`config.mk`:
```
export PLATFORM = sky130hd
export DESIGN_NAME = zpa_ctrl
export DESIGN_NICKNAME = d
export VERILOG_FILES = /design/src/rtl/zpa_pkg.sv /design/src/rtl/zpa_ctrl.sv
export SDC_FILE = /design/constraint.sdc
export NUM_CORES = 1
export LEC_CHECK = 0
export BUFFER_PORTS_ARGS = -buffer_cell sky130_fd_sc_hd__buf_2
export CORE_ASPECT_RATIO = 0.7
export CORE_MARGIN = 2
export CORE_UTILIZATION = 60
export CTS_CLUSTER_DIAMETER = 150
export CTS_CLUSTER_SIZE = 8
export DETAILED_ROUTE_END_ITERATION = 7
export PLACE_DENSITY = 0.79
export SYNTH_ARGS = -nofsm -noshare
export SYNTH_HDL_FRONTEND = slang
export SYNTH_SLANG_ARGS = --single-unit
```
`constraint.sdc`:
```
create_clock -name clock -period 10.4 [get_ports clock]
set_clock_uncertainty 0.05 [all_clocks]
set_input_delay 2.6 -clock clock [delete_from_list [all_inputs] [get_ports clock]]
set_output_delay 2.6 -clock clock [all_outputs]
set_load 0.05 [all_outputs]
```
`src/rtl/zpa_pkg.sv`:
```
// Shared types and constants for the zone page allocator.
// Used by zpa_ctrl and zone_page_allocator; depends on nothing.
package zpa_pkg;

   // Default sizes of the allocator.
   localparam int PHYS_PAGES_DEF       = 128;
   localparam int SMALL_ZONE_PAGES_DEF = 256;
   localparam int LARGE_ZONE_PAGES_DEF = 1024;
   localparam int NUM_ZONES_DEF        = 6;

   // The one zone that gets the large page limit.
   localparam logic [2:0] LARGE_ZONE_ID = 3'd4;

   // Words are rounded up to pages of 1024 words.
   localparam int         PAGE_SHIFT = 10;
   localparam logic [22:0] WORD_ROUND = 23'd1023;
   localparam int         NEED_W     = 23 - PAGE_SHIFT;

   localparam logic MODE_RESIZE    = 1'b0;
   localparam logic MODE_TRANSLATE = 1'b1;

   typedef struct packed {
      logic        mode;
      logic [2:0]  zone;
      logic [21:0] size_words;
      logic [9:0]  virtual_page;
   } request_type;

   typedef struct packed {
      logic        ok;
      logic [10:0] page_count;
      logic [7:0]  free_pages;
      logic [6:0]  physical_page;
   } result_type;

   typedef enum logic [3:0] {
      ST_CLEAR,
      ST_IDLE,
      ST_RECOUNT,
      ST_EVAL,
      ST_GROW,
      ST_SHR_RD,
      ST_SHR_WR,
      ST_XLAT,
      ST_DONE
   } state_type;

endpackage

```
`src/rtl/zpa_ctrl.sv`:
```
// Sequencer of the zone page allocator: page ownership memory, zone page
// counts, free count and the walk over the zone map memory.
// Depends on zpa_pkg; drives the port of zpa_map_ram.
module zpa_ctrl
   import zpa_pkg::*;
#(
   parameter int PHYS_PAGES       = PHYS_PAGES_DEF,
   parameter int SMALL_ZONE_PAGES = SMALL_ZONE_PAGES_DEF,
   parameter int LARGE_ZONE_PAGES = LARGE_ZONE_PAGES_DEF,
   parameter int NUM_ZONES        = NUM_ZONES_DEF,
   localparam int MAP_ROW = (SMALL_ZONE_PAGES > LARGE_ZONE_PAGES) ?
                            SMALL_ZONE_PAGES : LARGE_ZONE_PAGES,
   localparam int ADDR_W  = $clog2(NUM_ZONES * MAP_ROW),
   localparam int PAGE_W  = $clog2(PHYS_PAGES)
) (
   input  logic              clock,
   input  logic              reset,
   input  logic              csr_we,
   input  logic [7:0]        csr_wdata,
   input  logic              req_accept,
   input  request_type       req,
   output logic              req_ready,
   input  logic              slot_free,
   output logic              res_valid,
   output result_type        res,
   output logic              mem_we,
   output logic [ADDR_W-1:0] mem_waddr,
   output logic [PAGE_W-1:0] mem_wdata,
   output logic              mem_re,
   output logic [ADDR_W-1:0] mem_raddr,
   input  logic [PAGE_W-1:0] mem_rdata
);

   localparam int CNT_W  = $clog2(MAP_ROW + 1);
   localparam int FREE_W = $clog2(PHYS_PAGES + 1);
   localparam int ZIDX_W = (NUM_ZONES > 1) ? $clog2(NUM_ZONES) : 1;

   state_type         state_ff, state_in;
   request_type       req_ff, req_in;
   result_type        res_ff, res_in;
   logic [CNT_W-1:0]  cur_ff, cur_in;
   logic [CNT_W-1:0]  need_ff, need_in;
   logic [FREE_W-1:0] scan_ff, scan_in;
   logic [FREE_W-1:0] free_ff, free_in;
   logic [FREE_W-1:0] held_ff, held_in;
   logic              chk_ff, chk_in;
   logic [CNT_W-1:0]  counts_ff [NUM_ZONES];
   logic [CNT_W-1:0]  counts_in [NUM_ZONES];

   // One ownership bit per physical page.
   logic              used_mem [PHYS_PAGES];
   logic              used_we;
   logic [PAGE_W-1:0] used_waddr;
   logic              used_wdata;
   logic              used_re;
   logic [PAGE_W-1:0] used_raddr;
   logic              used_rdata;

   logic              zone_ok;
   logic [ZIDX_W-1:0] zidx;
   logic [CNT_W-1:0]  zone_cur;
   logic [NEED_W-1:0] need_raw;
   logic              need_fits;
   logic [PAGE_W-1:0] sidx;
   logic [PAGE_W-1:0] prev_page;
   logic [FREE_W-1:0] held_new;

   function automatic logic [ADDR_W-1:0] map_addr(input logic [ZIDX_W-1:0] z,
                                                  input logic [CNT_W-1:0] c);
      return ADDR_W'(int'(z) * MAP_ROW + int'(c));
   endfunction

   assign zone_ok  = ({1'b0, req_ff.zone} < 4'(NUM_ZONES));
   assign zidx     = req_ff.zone[ZIDX_W-1:0];
   assign zone_cur = counts_ff[zidx];
   assign need_raw = NEED_W'(({1'b0, req_ff.size_words} + WORD_ROUND) >> PAGE_SHIFT);
   assign need_fits = ((req_ff.zone == LARGE_ZONE_ID) ? (int'(need_raw) <= LARGE_ZONE_PAGES)
                                                      : (int'(need_raw) <= SMALL_ZONE_PAGES))
                      && (int'(need_raw) <= MAP_ROW);
   assign sidx      = scan_ff[PAGE_W-1:0];
   assign prev_page = PAGE_W'(scan_ff - 1'b1);
   assign held_new  = (int'(csr_wdata) > PHYS_PAGES) ? FREE_W'(PHYS_PAGES)
                                                     : FREE_W'(csr_wdata);

   assign req_ready = (state_ff == ST_IDLE) && !csr_we;

   always_comb begin
      res = res_ff;
      res.free_pages = 8'(free_ff);
   end

   always_comb begin
      state_in   = state_ff;
      req_in     = req_ff;
      res_in     = res_ff;
      cur_in     = cur_ff;
      need_in    = need_ff;
      scan_in    = scan_ff;
      free_in    = free_ff;
      held_in    = held_ff;
      chk_in     = 1'b0;
      counts_in  = counts_ff;
      used_we    = 1'b0;
      used_waddr = sidx;
      used_wdata = 1'b0;
      used_re    = 1'b0;
      used_raddr = sidx;
      mem_we     = 1'b0;
      mem_waddr  = map_addr(zidx, cur_ff);
      mem_wdata  = prev_page;
      mem_re     = 1'b0;
      mem_raddr  = map_addr(zidx, cur_ff - 1'b1);
      res_valid  = 1'b0;
      if (csr_we && (state_ff != ST_CLEAR)) begin
         // A new reserve restarts the free page recount unless the clearing pass runs.
         held_in  = held_new;
         scan_in  = held_new;
         free_in  = '0;
         state_in = ST_RECOUNT;
      end else begin
         if (csr_we) begin
            // A reserve written during the clearing pass is applied when it ends.
            held_in = held_new;
            free_in = '0;
         end
         unique case (state_ff)
            ST_CLEAR: begin
               if (int'(scan_ff) < PHYS_PAGES) begin
                  used_we = 1'b1;
                  scan_in = scan_ff + 1'b1;
               end else begin
                  free_in  = FREE_W'(PHYS_PAGES) - held_in;
                  state_in = ST_IDLE;
               end
            end
            ST_IDLE: begin
               if (req_accept) begin
                  req_in   = req;
                  state_in = ST_EVAL;
               end
            end
            ST_RECOUNT: begin
               // Each ownership bit is read from the registered memory and counted in the next cycle.
               if (chk_ff && !used_rdata) begin
                  free_in = free_ff + 1'b1;
               end
               if (int'(scan_ff) < PHYS_PAGES) begin
                  used_re = 1'b1;
                  scan_in = scan_ff + 1'b1;
                  chk_in  = 1'b1;
               end else begin
                  state_in = ST_IDLE;
               end
            end
            ST_EVAL: begin
               res_in.ok            = 1'b0;
               res_in.page_count    = '0;
               res_in.physical_page = '0;
               state_in             = ST_DONE;
               if (zone_ok) begin
                  res_in.page_count = 11'(zone_cur);
                  cur_in            = zone_cur;
                  if (req_ff.mode == MODE_TRANSLATE) begin
                     if ((int'(req_ff.virtual_page) < int'(zone_cur)) &&
                         (int'(req_ff.virtual_page) < MAP_ROW)) begin
                        mem_re    = 1'b1;
                        mem_raddr = map_addr(zidx, CNT_W'(req_ff.virtual_page));
                        state_in  = ST_XLAT;
                     end
                  end else if (need_fits) begin
                     need_in = CNT_W'(need_raw);
                     if (int'(need_raw) > int'(zone_cur)) begin
                        if (int'(need_raw) - int'(zone_cur) <= int'(free_ff)) begin
                           scan_in  = held_ff;
                           state_in = ST_GROW;
                        end
                     end else if (int'(need_raw) == int'(zone_cur)) begin
                        res_in.ok = 1'b1;
                     end else begin
                        state_in = ST_SHR_RD;
                     end
                  end
               end
            end
            ST_GROW: begin
               // Lowest free pages above the reserve are claimed as the scan passes; the
               // ownership bit of the page before the scan pointer arrives now.
               if (chk_ff && !used_rdata && (cur_ff < need_ff)) begin
                  used_we    = 1'b1;
                  used_waddr = prev_page;
                  used_wdata = 1'b1;
                  mem_we     = 1'b1;
                  cur_in     = cur_ff + 1'b1;
                  free_in    = free_ff - 1'b1;
               end
               if ((int'(scan_ff) < PHYS_PAGES) && (cur_in < need_ff)) begin
                  used_re = 1'b1;
                  scan_in = scan_ff + 1'b1;
                  chk_in  = 1'b1;
               end else begin
                  counts_in[zidx]   = cur_in;
                  res_in.ok         = (cur_in == need_ff);
                  res_in.page_count = 11'(cur_in);
                  state_in          = ST_DONE;
               end
            end
            ST_SHR_RD: begin
               if (cur_ff > need_ff) begin
                  mem_re   = 1'b1;
                  state_in = ST_SHR_WR;
               end else begin
                  counts_in[zidx]   = cur_ff;
                  res_in.ok         = 1'b1;
                  res_in.page_count = 11'(cur_ff);
                  state_in          = ST_DONE;
               end
            end
            ST_SHR_WR: begin
               // A released page below the reserve is freed but not counted.
               if (int'(mem_rdata) < PHYS_PAGES) begin
                  used_we    = 1'b1;
                  used_waddr = mem_rdata;
                  if (int'(mem_rdata) >= int'(held_ff)) begin
                     free_in = free_ff + 1'b1;
                  end
               end
               cur_in   = cur_ff - 1'b1;
               state_in = ST_SHR_RD;
            end
            ST_XLAT: begin
               res_in.ok            = 1'b1;
               res_in.physical_page = 7'(mem_rdata);
               state_in             = ST_DONE;
            end
            ST_DONE: begin
               if (slot_free) begin
                  res_valid = 1'b1;
                  state_in  = ST_IDLE;
               end
            end
            default: begin
               state_in = ST_IDLE;
            end
         endcase
      end
   end

   always_ff @(posedge clock) begin
      if (used_we) begin
         used_mem[used_waddr] <= used_wdata;
      end
      if (used_re) begin
         used_rdata <= used_mem[used_raddr];
      end
   end

   always_ff @(posedge clock) begin
      if (reset) begin
         state_ff <= ST_CLEAR;
      end else begin
         state_ff <= state_in;
      end
   end

   always_ff @(posedge clock) begin
      if (reset) begin
         free_ff <= FREE_W'(PHYS_PAGES);
         held_ff <= '0;
         scan_ff <= '0;
         chk_ff  <= 1'b0;
         for (int z = 0; z < NUM_ZONES; z++) begin
            counts_ff[z] <= '0;
         end
      end else begin
         free_ff   <= free_in;
         held_ff   <= held_in;
         scan_ff   <= scan_in;
         chk_ff    <= chk_in;
         counts_ff <= counts_in;
      end
   end

   always_ff @(posedge clock) begin
      req_ff  <= req_in;
      res_ff  <= res_in;
      cur_ff  <= cur_in;
      need_ff <= need_in;
   end

   // Only pages above the reserve are counted, each at most once.
   a_free_bound: assert property (@(posedge clock) disable iff (reset)
      int'(free_ff) + int'(held_ff) <= PHYS_PAGES)
      else $error("free count exceeds unreserved pages");

   a_accept_eval: assert property (@(posedge clock) disable iff (reset)
      (req_accept && req_ready && !csr_we) |=> (state_ff == ST_EVAL))
      else $error("accepted request not evaluated");

   a_shrink_order: assert property (@(posedge clock) disable iff (reset)
      (state_ff == ST_SHR_WR) |-> ($past(state_ff) == ST_SHR_RD && $past(mem_re)))
      else $error("shrink release without a map read");

   a_result_slot: assert property (@(posedge clock) disable iff (reset)
      res_valid |-> (slot_free && state_ff == ST_DONE))
      else $error("result issued without a free output slot");

endmodule

```
# After elaboration in Yosys (flattened, before gate mapping)
# Memories as Yosys holds them, arrays and structs flattened. A register that Yosys moved wholly into a read port is not among the register bits.
# Cells that the tools add are included.
# word_totals
ff_bits	172
latch_bits	0
ram_bits	128
mem_bits_ro	0
output_inout_bits	64
elab_cells	197
memories	1
# memory_table
name	words	width	rd	rd_clocked_by_memory_dff	wr	line	rtl
used_mem	128	1	1	1	1	zpa_ctrl.sv:51	logic used_mem [PHYS_PAGES];
# op_classes
addsub	12
mul	0
div_mod_pow	0
order_cmp	14
eq_ne	28
shift	0
mux	88
bitwise_logic	3
reduce_logical	29
# ops
operator	count
8-bit 2-to-1 mux	18
66-bit bitwise mux	2
66-bit 2-to-1 mux	2
66-bit case mux with 2 select lines	1
11-bit 2-to-1 mux	7
11-bit case mux with 3 select lines	2
13-bit 2-to-1 mux	5
4-bit 2-to-1 mux	12
12-bit 2-to-1 mux	3
11-bit binary-select mux with 3-bit select	1
11-bit demux with 3-bit select	1
4-bit case mux with 8 select lines	1
8-bit case mux with 4 select lines	1
7-bit case mux with 2 select lines	2
3-bit inequality test, second input constant	9
13-bit by 11-bit adder with 13-bit output	2
8-bit case mux with 3 select lines	1
22-bit by 10-bit adder with 23-bit output, second input constant	1
11-bit < comparator	2
1-bit 2-to-1 mux	22
4-bit AND reduction	5
8-bit by 1-bit adder with 8-bit output, second input constant	2
4-bit by 3-bit == test with 1-bit output, second input constant	4
14-bit by 9-bit less-or-equal comparator with 1-bit output	1
other kinds (45)	67

# Depth between registers and ports, before layout
# Gate-level depths: netlist of the first run.
# depth
word_depth	13
mapped_depth	26
ltp_nobuf	23

# Least setup slack after synthesis of the first run
# No wires, ideal clock.
# synth_timing
kind	input to output
start	input csr_we
end	output mem_we
arrival_time_ps	6888
path_slack_ps	862
stages	5
n_path_buf	2
path_cell_list	clkbuf_1 inv_1 nor2_1 clkbuf_1 nor2_1
# synth_between
elab_chain_len	2
# synth_rtl
item	line	rtl
start, declared	zpa_ctrl.sv:18	input logic csr_we,
1-bit logical AND	zpa_ctrl.sv:114	if (csr_we && (state_ff != ST_CLEAR)) begin
1-bit 2-to-1 mux	zpa_ctrl.sv:114	
end, declared	zpa_ctrl.sv:26	output logic mem_we,
# No other way between the ends.

# Worst setup path after layout of the first run
# layout_timing
start	register req_ff (netlist bit zidx[2])
end	output mem_raddr[9]
# layout_between
elab_chain_len	10
# layout_rtl
item	line	rtl
start, declared	zpa_ctrl.sv:39	request_type req_ff, req_in;
start signal, assigned	zpa_ctrl.sv:284	req_ff <= req_in;
3-bit inverter with 4-bit output (implied by the code)	zpa_ctrl.sv:75	assign zone_cur = counts_ff[zidx];
11-bit binary-select mux with 3-bit select	zpa_ctrl.sv:75	
11-bit 2-to-1 mux (implied by the code) (2 in a row)	zpa_ctrl.sv:75	
10-bit by 11-bit < comparator with 1-bit output	zpa_ctrl.sv:164	if ((int'(req_ff.virtual_page) < int'(zone_cur)) &&
13-bit 2-to-1 mux	zpa_ctrl.sv:164	
13-bit 2-to-1 mux	zpa_ctrl.sv:163	if (req_ff.mode == MODE_TRANSLATE) begin
13-bit 2-to-1 mux (*)	zpa_ctrl.sv:160	if (zone_ok) begin
13-bit 2-to-1 mux (*)	zpa_ctrl.sv:126	unique case (state_ff)
13-bit 2-to-1 mux (*)	zpa_ctrl.sv:114	
end, declared	zpa_ctrl.sv:30	output logic [ADDR_W-1:0] mem_raddr,
# Every way passes the cells marked *; elsewhere a longest branch is shown, timed or not. The select of a mux whose other input is x is not followed.

==> out/qor.txt, run 1 <==
htree depth -> 2
share of layout cells above drive strength 1 -> 16.4%
warning count from the yosys run -> 0
asr flop ratio synth -> 0%
Root Buffer -> clkbuf_16
number of port buffers -> 119
post-route ant nets -> 0
RSZ-0062 raised after global routing -> no
fin area -> 19800 µm²
Core Util, Final -> 68.1%
setup_tns -> 0 ps
hold_sp -> counts_ff[65]
all-layer global routing usage -> 33.5%
worst path cell trace -> nor2b_1, a22oi_1, o221ai_1, inv_1, ha_1, a21oi_1, o22ai_1, o21a_1, o21ai_0, a31oi_1, o21ai_1, nand4_1, mux2_2, buf_2
DR vias/cell -> 6.87
setup bufs post-CTS -> 0
TritonCTS clock tree -> done
Crit Path Class -> reg -> out
antenna cells -> 0
WL final -> 52.7 mm
DR WL/cell -> 23.9 µm
number of global-route vias before repair -> 14100
measured slew at the worst slew-check pin -> 1260 ps
final period utilization -> 88.4%
Final nets -> 1923
Cells after Synth -> 1746
ys flop type -> edfxtp_1
Worst-Skew Late Latency -> 550 ps
hold_buf cts -> 0
Final Setup Violations -> 0
CTS buffer count -> 43
EDFF count, synth -> 206
Mapped Nets -> 1872
register area share after synthesis -> 45.5%
hold slack -> 411 ps
Area Growth Syn to Fin -> 11.0%
Post-route DRC -> 0
Final Hold Vio Count -> 0
chip height -> 148 µm
clk buf depth -> 3
Critical Path AT -> 6540 ps
number of distinct library cells after synthesis -> 81
Pre-antenna DRT Iters -> 6
Slew headroom -> 16.2%
die width -> 210 µm
#FFs+latches synth -> 301
first-pass GRT wire length -> 80.7 mm
full die area -> 31100 µm²
core area -> 29000 µm²
crit path max fanout -> 26
GPL Wtd Cong -> 1.00
status -> finished clean
Critical Path Source Type -> flip-flop
mapped cell area -> 17800 µm²
Power Dens Cells -> 206 nW/µm²
syn_area_per_cell -> 10.2 µm²
Largest stage delay, worst path -> 1070 ps
minimum clock period -> 9190 ps
Buffers & Inverters on Critical Path -> 2
Peak VDD IR -> 0.150 mV
gr ovfl total -> 0
dpl ws -> 2060 ps
Post-DP Area -> 18500 µm²
FP Rows -> 52
post-CTS resize count -> 0
pin count of the biggest net entering global routing -> 73
Worst-path clk slew -> 50 ps
crit path from -> zidx[2]
Leak Pwr -> 6.79 nW
Tightest Hold Check Type -> reg -> reg
CP delay by family, top -> compound AO/OA/AOI/OAI gates
initial drt markers -> 2410
Initial Utilization -> 61.3%
Slew Viols, Final -> 0
post-DP HPWL -> 36.4 mm
max-cap check violation count -> 0
Ports -> 120
FF-to-FF Start -> zidx[2]
FMAX -> 109 MHz
Req. time, crit path -> 7750 ps
worst setup margin -> 1210 ps
clock sinks -> 301
CP endpoint kind -> output port
vias -> 15100
initial antenna violation count -> 0
crit path max-delay cell type -> nor2b_1
## cell type report
type | count | area (µm²)
clock buffers | 71 | 1180
multi-input cells | 1234 | 8880
clock inverters | 3 | 33.8
inverters | 63 | 236
flip-flops and latches | 301 | 8090
fillers | 2225 | 9260
repair buffers | 154 | 858
well taps | 378 | 473
## cells in the mapped netlist (24+ instances only)
cell type	n	area, µm²
nand4_1	24	150
nand2_1	101	379
xnor2_1	53	464
inv_1	61	229
edfxtp_1	206	6190
nor2_1	136	510
ha_1	70	876
xor2_1	29	254
nor3_1	91	455
mux2i_1	41	410
o21ai_0	76	380
mux4_2	45	1010
a21oi_1	90	450
nor2b_1	24	150
nand3_1	55	275
dfxtp_1	95	1900
nor4_1	87	544
clkbuf_1	107	402
## registers in the layout, summed over array words and instances, names as in the netlist, named ones only
name,cells
used_mem,128
counts_ff,66
req_ff,33
res,19
cur_ff,11
need_ff,11
free_ff,8
scan_ff,8
held_ff,7
state_ff,4
zidx,3
chk_ff,1
used_rdata,1
## final timing paths
kind / endpoint / cells past startpoint / slack, ps
max: mem_raddr[9] / 14 / 1210
min: counts_ff[65] / 2 / 410
max reg2reg: scan_ff[6] / 21 / 3750
min reg2reg: counts_ff[65] / 2 / 410
## worst register-to-register path, stage by stage (launching register included)
cell and delay (ps):
edfxtp_1 790, nor2b_1 1070, a22oi_1 220, o221ai_1 520
inv_1 150, ha_1 380, o21a_1 140, o31a_1 130
o2111ai_1 250, nand2_1 110, a21oi_1 200, xnor2_1 120
ha_1 310, nand2_1 70, nor4_1 230, a21oi_1 100
a311o_1 300, a31oi_1 230, a311oi_2 140, o22ai_2 450
a21oi_4 220, mux2_1 350
## metal layers
metal / global-route usage [%] / vias to the layer above / routed length, µm
met5: 0 / - / 0
met4: 10.2 / 0 / 1650
met3: 10.4 / 146 / 7010
met2: 45.9 / 985 / 21300
met1: 50.6 / 7265 / 22700
li1: - / 6747 / -
## logic make-up after synthesis
kind of cell,share of synthesized area [%]
AND/OR/NAND/NOR,17.1
AO/OA/AOI/OAI,14.5
flip-flops,45.5
buffers and inverters,4.74
multiplexers,9.29
XOR/XNOR,4.04
adder cells (fa/ha/maj),4.92
## stage by stage
stage	instances	power (mW)
CTS	2204	4.04
floorplan	1746	2.41
detailed placement	2130	2.76
global placement	2130	2.72
global route	2204	4.22
finish	2204	4.07
## cells in the final DEF, fill, tap and decap left out, types with 18 or more instances in the layout
cell type	count
buf_4	35
dfxtp_1	94
clkbuf_16	43
mux4_2	45
nor4_1	85
nand2_1	101
nor3_1	91
xor2_1	29
mux2_2	18
a21oi_1	90
a211oi_1	22
xnor2_1	53
inv_1	61
clkbuf_1	28
nand4_1	24
nand3_1	55
nor2b_1	24
edfxtp_1	206
o21ai_0	76
ha_1	70
mux2i_1	41
nor2_1	135
nand2b_1	22
buf_2	119
## report_power, final
part / switching (mW) / leakage [nW] / internal [mW]
clock network: 0.519 / 0.581 / 0.769
registers: 0.0764 / 2.68 / 1.33
logic: 0.947 / 3.53 / 0.428
Note: power is estimated with default switching activity, not from simulation.
==> run 2: changes to the inputs <==
--- a/config.mk
+++ b/config.mk
@@ -5,6 +5,7 @@
 export SDC_FILE = /design/constraint.sdc
 export NUM_CORES = 1
 export LEC_CHECK = 0
+export ABC_AREA = 1
 export BUFFER_PORTS_ARGS = -buffer_cell sky130_fd_sc_hd__buf_2
 export CORE_ASPECT_RATIO = 0.7
 export CORE_MARGIN = 2
==> run 2 against run 1 <==
  * Cell count rose by 14%
  * Non-clock buffer count fell by 10
  * Core utilization rose by 0.25 points
  * Power rose by 1.5%
  * Critical path type unchanged
  * Largest cell class is now sequential cells
==> out/qor.txt, run 2 <==
status -> finished clean
FF-to-FF Start -> used_rdata
Worst R2R End -> counts_ff[13]
pin count of the biggest net entering global routing -> 73
DR vias/cell -> 6.09
number of global-route vias before repair -> 13900
post-route ant nets -> 0
most used cell, CP -> nor2_1
Slew headroom -> 18.0%
Req. time, crit path -> 7750 ps
Leak Pwr -> 7.55 nW
Power Dens Cells -> 218 nW/µm²
die width -> 205 µm
Worst-Skew Late Latency -> 560 ps
clock sinks -> 301
Reg2Reg Depth -> 24
Root Buffer -> clkbuf_16
Final Hold Vio Count -> 0
ys flop type -> edfxtp_1
Hold EP -> counts_ff[13]
hold slack -> 406 ps
worst path cell trace -> clkinv_1, nand3_1, inv_1, a22o_1, a2111oi_1, buf_4, ha_1, a21oi_1, nor3_1, a211oi_1, nor4_1, nor2_1, nand2_1, nor2_2, nand3_2, nor2_1, o21a_1, buf_2
Sw Share -> 39.6%
Fillers -> 2305
crit path max-delay cell type -> edfxtp_1
chip height -> 144 µm
Final Setup Violations -> 0
number of port buffers -> 119
clock power share -> 31.1%
setup_tns -> 0 ps
Peak VDD IR -> 0.288 mV
max-cap check violation count -> 0
minimum clock period -> 7570 ps
Critical Path AT -> 4920 ps
syn_area_per_cell -> 8.36 µm²
FP Rows -> 51
Hold Crit Depth -> 2
clk buf depth -> 3
Final nets -> 2248
post-DP HPWL -> 35.6 mm
Cells after Synth -> 2023
max FFs per register -> 128
first-pass GRT wire length -> 75.6 mm
#FFs+latches synth -> 301
Area Growth Syn to Fin -> 12.1%
Ports -> 120
Pre-antenna DRT Iters -> 8
share of layout cells above drive strength 1 -> 11.3%
vias -> 15400
all-layer global routing usage -> 33.4%
Regs by FF count -> used_mem (128), counts_ff (66), req_ff (33)
commonest non-fill, non-tap cell in the layout -> nor2_1
final period utilization -> 72.8%
CP endpoint kind -> output port
Comb pwr share -> 34.4%
measured slew at the worst slew-check pin -> 1220 ps
initial antenna violation count -> 1
most frequent cell after synthesis -> nor2_1
asr flop ratio synth -> 0%
most area-consuming cells after synthesis -> edfxtp_1, dfxtp_1, nor2_1, nand2_1, o21ai_0
Top reg by flops -> used_mem
Worst-path clk slew -> 50 ps
RSZ-0062 raised after global routing -> no
post-CTS resize count -> 0
Largest stage delay, worst path -> 590 ps
initial drt markers -> 2028
antenna cells -> 0
Mapped Nets -> 2149
EDFF count, synth -> 206
Tightest Hold Check Type -> reg -> reg
Psw -> 1.64 mW
Slew Viols, Final -> 0
hold_buf cts -> 0
leading area contributor after synthesis -> edfxtp_1
warning count from the yosys run -> 0
DR WL/cell -> 19.6 µm
full die area -> 29600 µm²
Post-route DRC -> 0
crit path max fanout -> 16
gr ovfl total -> 0
Yosys top cell area share -> 36.6%
number of distinct library cells after synthesis -> 62
reg2reg setup slack -> 3820 ps
CTS buffer count -> 43
most frequent cells after synthesis -> nor2_1, nand2_1, inv_1, edfxtp_1, o21ai_0
htree depth -> 2
Crit Path Class -> reg -> out
FMAX -> 132 MHz
TritonCTS clock tree -> done
GPL Wtd Cong -> 0.981
Seq pwr share -> 34.5%
Critical Path Source Type -> flip-flop
register area share after synthesis -> 47.8%
WL final -> 49.5 mm
mapped cell area -> 16900 µm²
Initial Utilization -> 60.9%
commonest non-fill, non-tap cells in the layout -> nor2_1, nand2_1, inv_1
core area -> 27800 µm²
hold_sp -> counts_ff[13]
Int Pwr -> 2.49 mW
setup bufs post-CTS -> 0
## run 2: cell count changes in the layout (fill, tap and decap cells not counted), sizes merged, moves of 24 or more
| cell | delta |
|---|---|
| nor2 | +231 |
| nand2 | +182 |
| inv | +162 |
| o21ai | +127 |
| nor4 | -83 |
| nor3 | -59 |
| mux4 | -45 |
| xnor2 | -45 |
| mux2i | -41 |
| a21oi | +35 |
| nand3 | +27 |
| nor2b | -24 |
## run 2: cell families (layout without fill, tap and decap cells)
group	Yosys count	count (layout)	synth area share, %
AO/OA/AOI/OAI	463	463	15.8
XOR/XNOR	53	53	2.79
adder cells (fa/ha/maj)	70	70	5.18
buffers and inverters	319	448	7.65
flip-flops	301	301	47.8
multiplexers	8	8	0.577
AND/OR/NAND/NOR	809	809	20.2
## run 2: final cells by class
cell class,count,area [µm²],area share (%)
clock buffers,72,1180,6.25
clock inverters,3,33.8,0.178
inverters,229,865,4.56
multi-input cells,1403,7540,39.8
flip-flops and latches,301,8090,42.7
well taps,371,464,2.45
repair buffers,144,783,4.13
## run 2: worst max-delay path by stage
| stage | endpoint | cells past startpoint | from | slack, ps |
|---|---|---|---|---|
| final | mem_raddr[12] | 18 | zidx[0] | 2830 |
| after global routing | mem_raddr[12] | 18 | zidx[0] | 2410 |
| after CTS | mem_raddr[12] | 18 | zidx[0] | 2860 |
| after detailed placement | mem_raddr[12] | 6 | csr_we | 3390 |
| after global placement | mem_we | 6 | csr_we | 3450 |
| after floorplan | mem_we | 4 | csr_we | 1190 |
## run 2: layer usage
| metal | vias up | track usage [%] | share of wire (%) |
|---|---|---|---|
| met5 | - | 0 | 0.022 |
| met4 | 2 | 8.43 | 2.4 |
| met3 | 115 | 10.3 | 14 |
| met2 | 964 | 46.5 | 40 |
| met1 | 7132 | 50.0 | 43 |
| li1 | 7143 | - | - |
## run 2: critical path, delay by kind of cell (launching register included)
family / cells / cell delay, ps
AO/OA/AOI/OAI: 5 / 1080
adder cells (fa/ha/maj): 1 / 250
buffers and inverters: 4 / 1020
flip-flops: 1 / 590
AND/OR/NAND/NOR: 8 / 1410
## run 2: power by group through the flow
| stage | Sequential (mW) | Combinational (mW) | Clock, mW |
|---|---|---|---|
| final | 1.42 | 1.42 | 1.28 |
| after CTS | 1.42 | 1.38 | 1.29 |
| after detailed placement | 1.44 | 1.37 | 0 |
| after global routing | 1.43 | 1.53 | 1.35 |
| after global placement | 1.44 | 1.34 | 0 |
| after floorplan | 1.47 | 0.951 | 0 |
## run 2: stage by stage
step	std cells	util, %	instance area (µm²)	power (mW)	setup slack [ps]
floorplan	2023	-	16900	2.42	1190
global placement	2448	63.9	17700	2.78	3450
detailed placement	2448	63.9	17700	2.81	3390
CTS	2523	68.3	19000	4.09	2860
global route	2523	68.3	19000	4.31	2410
finish	2523	68.3	19000	4.13	2830
